`src/rtl/core/hpool_pkg.sv`:
```
package hpool_pkg;

    localparam int HANDLE_W  = 10;
    localparam int COUNT_W   = HANDLE_W + 1;
    localparam int POOL_SIZE = 1 << HANDLE_W;

    localparam logic [1:0] OP_ALLOC       = 2'd0;
    localparam logic [1:0] OP_FREE_POS    = 2'd1;
    localparam logic [1:0] OP_FREE_HANDLE = 2'd2;

    localparam logic [1:0] STAT_OK          = 2'd0;
    localparam logic [1:0] STAT_FULL        = 2'd1;
    localparam logic [1:0] STAT_POS_DEAD    = 2'd2;
    localparam logic [1:0] STAT_HANDLE_DEAD = 2'd3;

    typedef struct packed {
        logic [1:0]          operation;
        logic [HANDLE_W-1:0] slot_position;
        logic [HANDLE_W-1:0] target_handle;
    } in_item_t;

    typedef struct packed {
        logic [1:0]          status;
        logic [HANDLE_W-1:0] result_handle;
        logic [HANDLE_W-1:0] freed_position;
        logic [COUNT_W-1:0]  live_count;
    } out_item_t;

    typedef struct packed {
        logic accept;
        logic clear_step;
        logic read_last;
        logic swap_first;
        logic swap_second;
        logic finish_simple;
        logic finish_free;
    } dp_cmd_t;

    typedef struct packed {
        logic clear_done;
        logic free_ok;
        logic out_free;
    } dp_stat_t;

    typedef enum logic [2:0] {
        S_CLEAR,
        S_IDLE,
        S_CHECK,
        S_SWAP_A,
        S_SWAP_B
    } state_t;

endpackage

```
`src/rtl/core/hpool_ctrl.sv`:
```
module hpool_ctrl (
    input  logic                aclk,
    input  logic                aresetn,
    input  logic                s_valid,
    output logic                s_ready,
    input  hpool_pkg::dp_stat_t stat,
    output hpool_pkg::dp_cmd_t  cmd
);

    hpool_pkg::state_t state_reg;
    hpool_pkg::state_t state_next;

    always_ff @(posedge aclk) begin
        if (!aresetn) begin
            state_reg <= hpool_pkg::S_CLEAR;
        end else begin
            state_reg <= state_next;
        end
    end

    always_comb begin
        state_next = state_reg;
        case (state_reg)
            hpool_pkg::S_CLEAR: begin
                if (stat.clear_done) begin
                    state_next = hpool_pkg::S_IDLE;
                end
            end
            hpool_pkg::S_IDLE: begin
                if (s_valid) begin
                    state_next = hpool_pkg::S_CHECK;
                end
            end
            hpool_pkg::S_CHECK: begin
                if (stat.free_ok) begin
                    state_next = hpool_pkg::S_SWAP_A;
                end else if (stat.out_free) begin
                    state_next = hpool_pkg::S_IDLE;
                end
            end
            hpool_pkg::S_SWAP_A: begin
                state_next = hpool_pkg::S_SWAP_B;
            end
            hpool_pkg::S_SWAP_B: begin
                if (stat.out_free) begin
                    state_next = hpool_pkg::S_IDLE;
                end
            end
            default: begin
                state_next = hpool_pkg::S_CLEAR;
            end
        endcase
    end

    always_comb begin
        s_ready = 1'b0;
        cmd     = '0;
        case (state_reg)
            hpool_pkg::S_CLEAR: begin
                cmd.clear_step = 1'b1;
            end
            hpool_pkg::S_IDLE: begin
                s_ready    = 1'b1;
                cmd.accept = s_valid;
            end
            hpool_pkg::S_CHECK: begin
                cmd.read_last     = stat.free_ok;
                cmd.finish_simple = !stat.free_ok && stat.out_free;
            end
            hpool_pkg::S_SWAP_A: begin
                cmd.swap_first = 1'b1;
            end
            hpool_pkg::S_SWAP_B: begin
                cmd.swap_second = 1'b1;
                cmd.finish_free = stat.out_free;
            end
            default: begin
                cmd = '0;
            end
        endcase
    end

`ifndef SYNTHESIS
    assert property (@(posedge aclk) disable iff (!aresetn)
        cmd.swap_first |=> cmd.swap_second)
        else $error("swap did not continue to its second write");

    assert property (@(posedge aclk) disable iff (!aresetn)
        cmd.swap_second |-> $past(cmd.swap_first) || $past(cmd.swap_second))
        else $error("second swap write without a first");

    assert property (@(posedge aclk) disable iff (!aresetn)
        (cmd.finish_simple || cmd.finish_free) |-> stat.out_free)
        else $error("result loaded while output register is occupied");
`endif

endmodule

```
`config.mk`:
```
export PLATFORM = sky130hd
export DESIGN_NAME = hpool_ctrl
export DESIGN_NICKNAME = d
export VERILOG_FILES = /design/src/rtl/core/hpool_pkg.sv /design/src/rtl/core/hpool_ctrl.sv
export SDC_FILE = /design/constraint.sdc
export NUM_CORES = 1
export LEC_CHECK = 0
export BUFFER_PORTS_ARGS = -buffer_cell sky130_fd_sc_hd__buf_2
export CAP_MARGIN = 25
export CORE_AREA = 8 8 45 47
export DETAILED_ROUTE_END_ITERATION = 6
export DIE_AREA = 0 0 53 55
export GPL_TIMING_DRIVEN = 0
export HOLD_SLACK_MARGIN = 0.06
export RECOVER_POWER = 100
export SLEW_MARGIN = 20
export SYNTH_ARGS = -nofsm -noshare
export SYNTH_HDL_FRONTEND = slang
export SYNTH_SLANG_ARGS = --single-unit
```
`constraint.sdc`:
```
create_clock -name aclk -period 2.3 [get_ports aclk]
set_clock_uncertainty 0.2 [all_clocks]
set_input_delay 0.23 -clock aclk [delete_from_list [all_inputs] [get_ports aclk]]
set_output_delay 0.23 -clock aclk [all_outputs]
set_load 0.005 [all_outputs]
```
==> flow_summary.yaml <==
timing:
  hold_viol: 0
  fin_crit_sh: 0.781
  min_period_ps: 1800
  tightest_slew_ps: 400
  tns_ps: 0
  setup_viol: 0
  slew_headroom: 0.733
  fmax_ghz: 0.557
  rsz0062_at_grt: "no"
  slew_viol_final: 0
place:
  port_buffers: 13
  dpl_cell_area_sq_um: 360
  gp_congestion: 0.649
global_route:
  grt_max_degree: 11
  groute.usage.overall: 0.0628
  antenna_found_initial: 0
  grt_overflow: 0
  grt_first_pass_wirelength_microns: 1270
  grt_pass1_vias: 305
finish:
  final_common_cell: "buf_2"
  area_growth_pct: 34.5
  antenna_cells: 0
  nets: 55
  fill_cells: 165
  drive_gt1_frac: 0.354
  final_cell_mix: "9 x buf_2, 6 x clkbuf_1"
  largest_reg_flops: 3
  postLayoutCellArea_sq_um: 370
synthesis:
  synth_cells: 30
  yosysSeqAreaShare: 0.218
  synth_top_flop_cell: "dfxtp_1"
  ys_types: 21
  yosys.area.top_type: "dfxtp_1"
  synth.top_cell.area_share: 0.218
  syn-num-nets: 36
  synth_edf_count: 0
  synthArstFlopShare: 0
  syn_area_sq_um: 275
  ys_ff_latch: 3
  ys_top_cells_by_area: "dfxtp_1 22%, o32ai_2 5.9%, a21oi_1 5.5%, a221oi_2 5.5%, buf_4 5.5%"
  ys.warnings.count: 0
  syn_area_per_cell_sq_um: 9.18
drt:
  final_antenna_net_count: 0
  drt_wl_total_microns: 746
  firstDrtPassIters: 2
  drc: 0
  via_count: 278
  wl_per_cell_microns: 11.7
  drtIter0Drc: 10
  vias_per_cell: 4.34
power_and_ir_drop:
  powerDensity_nw_per_um2: 746
  power.leakage_uw: 0.000161
  peakVddDrop_v: 0.000189
outcome:
  status: "finished clean"
floorplan:
  initial_core_util: 0.199
  ios: 14
  num_rows: 14
  fp.dieW_microns: 53
  dieArea_sq_um: 2920
  core-area_sq_um: 1380
  die_y_microns: 55
worst_setup_path:
  end_kind: "output pin"
  critPathSlowestCell: "nor3b_1"
  cp-start-kind: "flip-flop"
  worstPathArrival_ps: 1370
  crit_type: "reg2out"
  cp_max_fo: 10
  cp.required_ps: 1870
  r2r_slack_ps: 790
  path_cells: "clkbuf_1, nor3b_1, and2_0, buf_2"
  max_stage_delay_ps: 360
cts:
  cts_tree: "done"
  clk_latency_ps: 230
  ctsResizeCount: 0
  clk_pin_slew_ps: 40
  clock-root-buffer: "clkbuf_4"
  clk_path_buf_depth: 2
  cts.sinks: 3
  cts_made_buffers: 3
  htreeDepth: 1
min_path:
  hp-class: "in2reg"
job:
  drv_cap: 0
Yosys cell counts (2+ instances only):
master and count:
a21oi_1 3, nor3b_1 2, inv_1 2, nor2b_1 2, dfxtp_1 3, and2_1 2, buf_4 2
final cells by class:
cell class              instances  area, sq um  share of cell area
plain buffers                   3         22.5              0.0608
multi-input cells              22          164               0.443
clock buffers                   4         26.3              0.0709
well taps                      16         20.0              0.0541
repair buffers                 14         70.1               0.189
flip-flops and latches          3         60.1               0.162
inverters                       2         7.51              0.0203
critical path, delay by kind of cell, from the launching register on:
| family | cells | cell delay [ps] |
|---|---|---|
| flip-flops | 1 | 290 |
| AND/OR/NAND/NOR | 2 | 530 |
| buffers and inverters | 2 | 320 |
per-layer routing:
metal  up-vias  part of all wire  GRT usage
li1        143                 -          -
met1       122              0.46     0.0668
met2        13              0.43     0.0781
met3         0              0.11     0.0348
met4         0                 0     0.0776
met5         -                 0          0
cells by family (layout without fill, tap and decap cells):
logic type / Yosys count / in the layout / share of synthesized area
flip-flops: 3 / 3 / 0.218
AO/OA/AOI/OAI: 7 / 7 / 0.227
buffers and inverters: 5 / 23 / 0.123
AND/OR/NAND/NOR: 15 / 15 / 0.432
where the power goes:
| group | total [uW] | internal (uW) | switching (uW) | leakage, uW |
|---|---|---|---|---|
| sequential | 64.7 | 61.3 | 3.39 | 0.0000245 |
| clock | 93.1 | 65.1 | 28.1 | 0.0000150 |
| combinational | 119 | 58.1 | 60.5 | 0.000122 |
| total | 276 | 184 | 92.0 | 0.000161 |
path summary, 6_finish.rpt:
| check | start | to | cells after the start |
|---|---|---|---|
| worst min register to register | state_reg[2] | state_reg[1] | 2 |
| worst min-delay path | stat[0] | state_reg[2] | 4 |
| worst max-delay path | state_reg[0] | cmd[0] | 4 |
| worst max register to register | state_reg[0] | state_reg[1] | 4 |
timing repair:
item	in CTS	in global routing
endpoints found under the hold margin	1	0
hold buffers	1	0
buffers inserted	0	0
metrics by stage:
step	instances	worst slack, ps	power [uW]	util	hold slack, ps
floorplan	30	1030	161	-	165
global placement	59	945	200	0.260	284
detailed placement	59	943	201	0.260	283
CTS	64	679	300	0.287	157
global route	64	402	304	0.268	189
finish	64	503	276	0.268	155
Note: power is estimated with default switching activity, not from simulation.
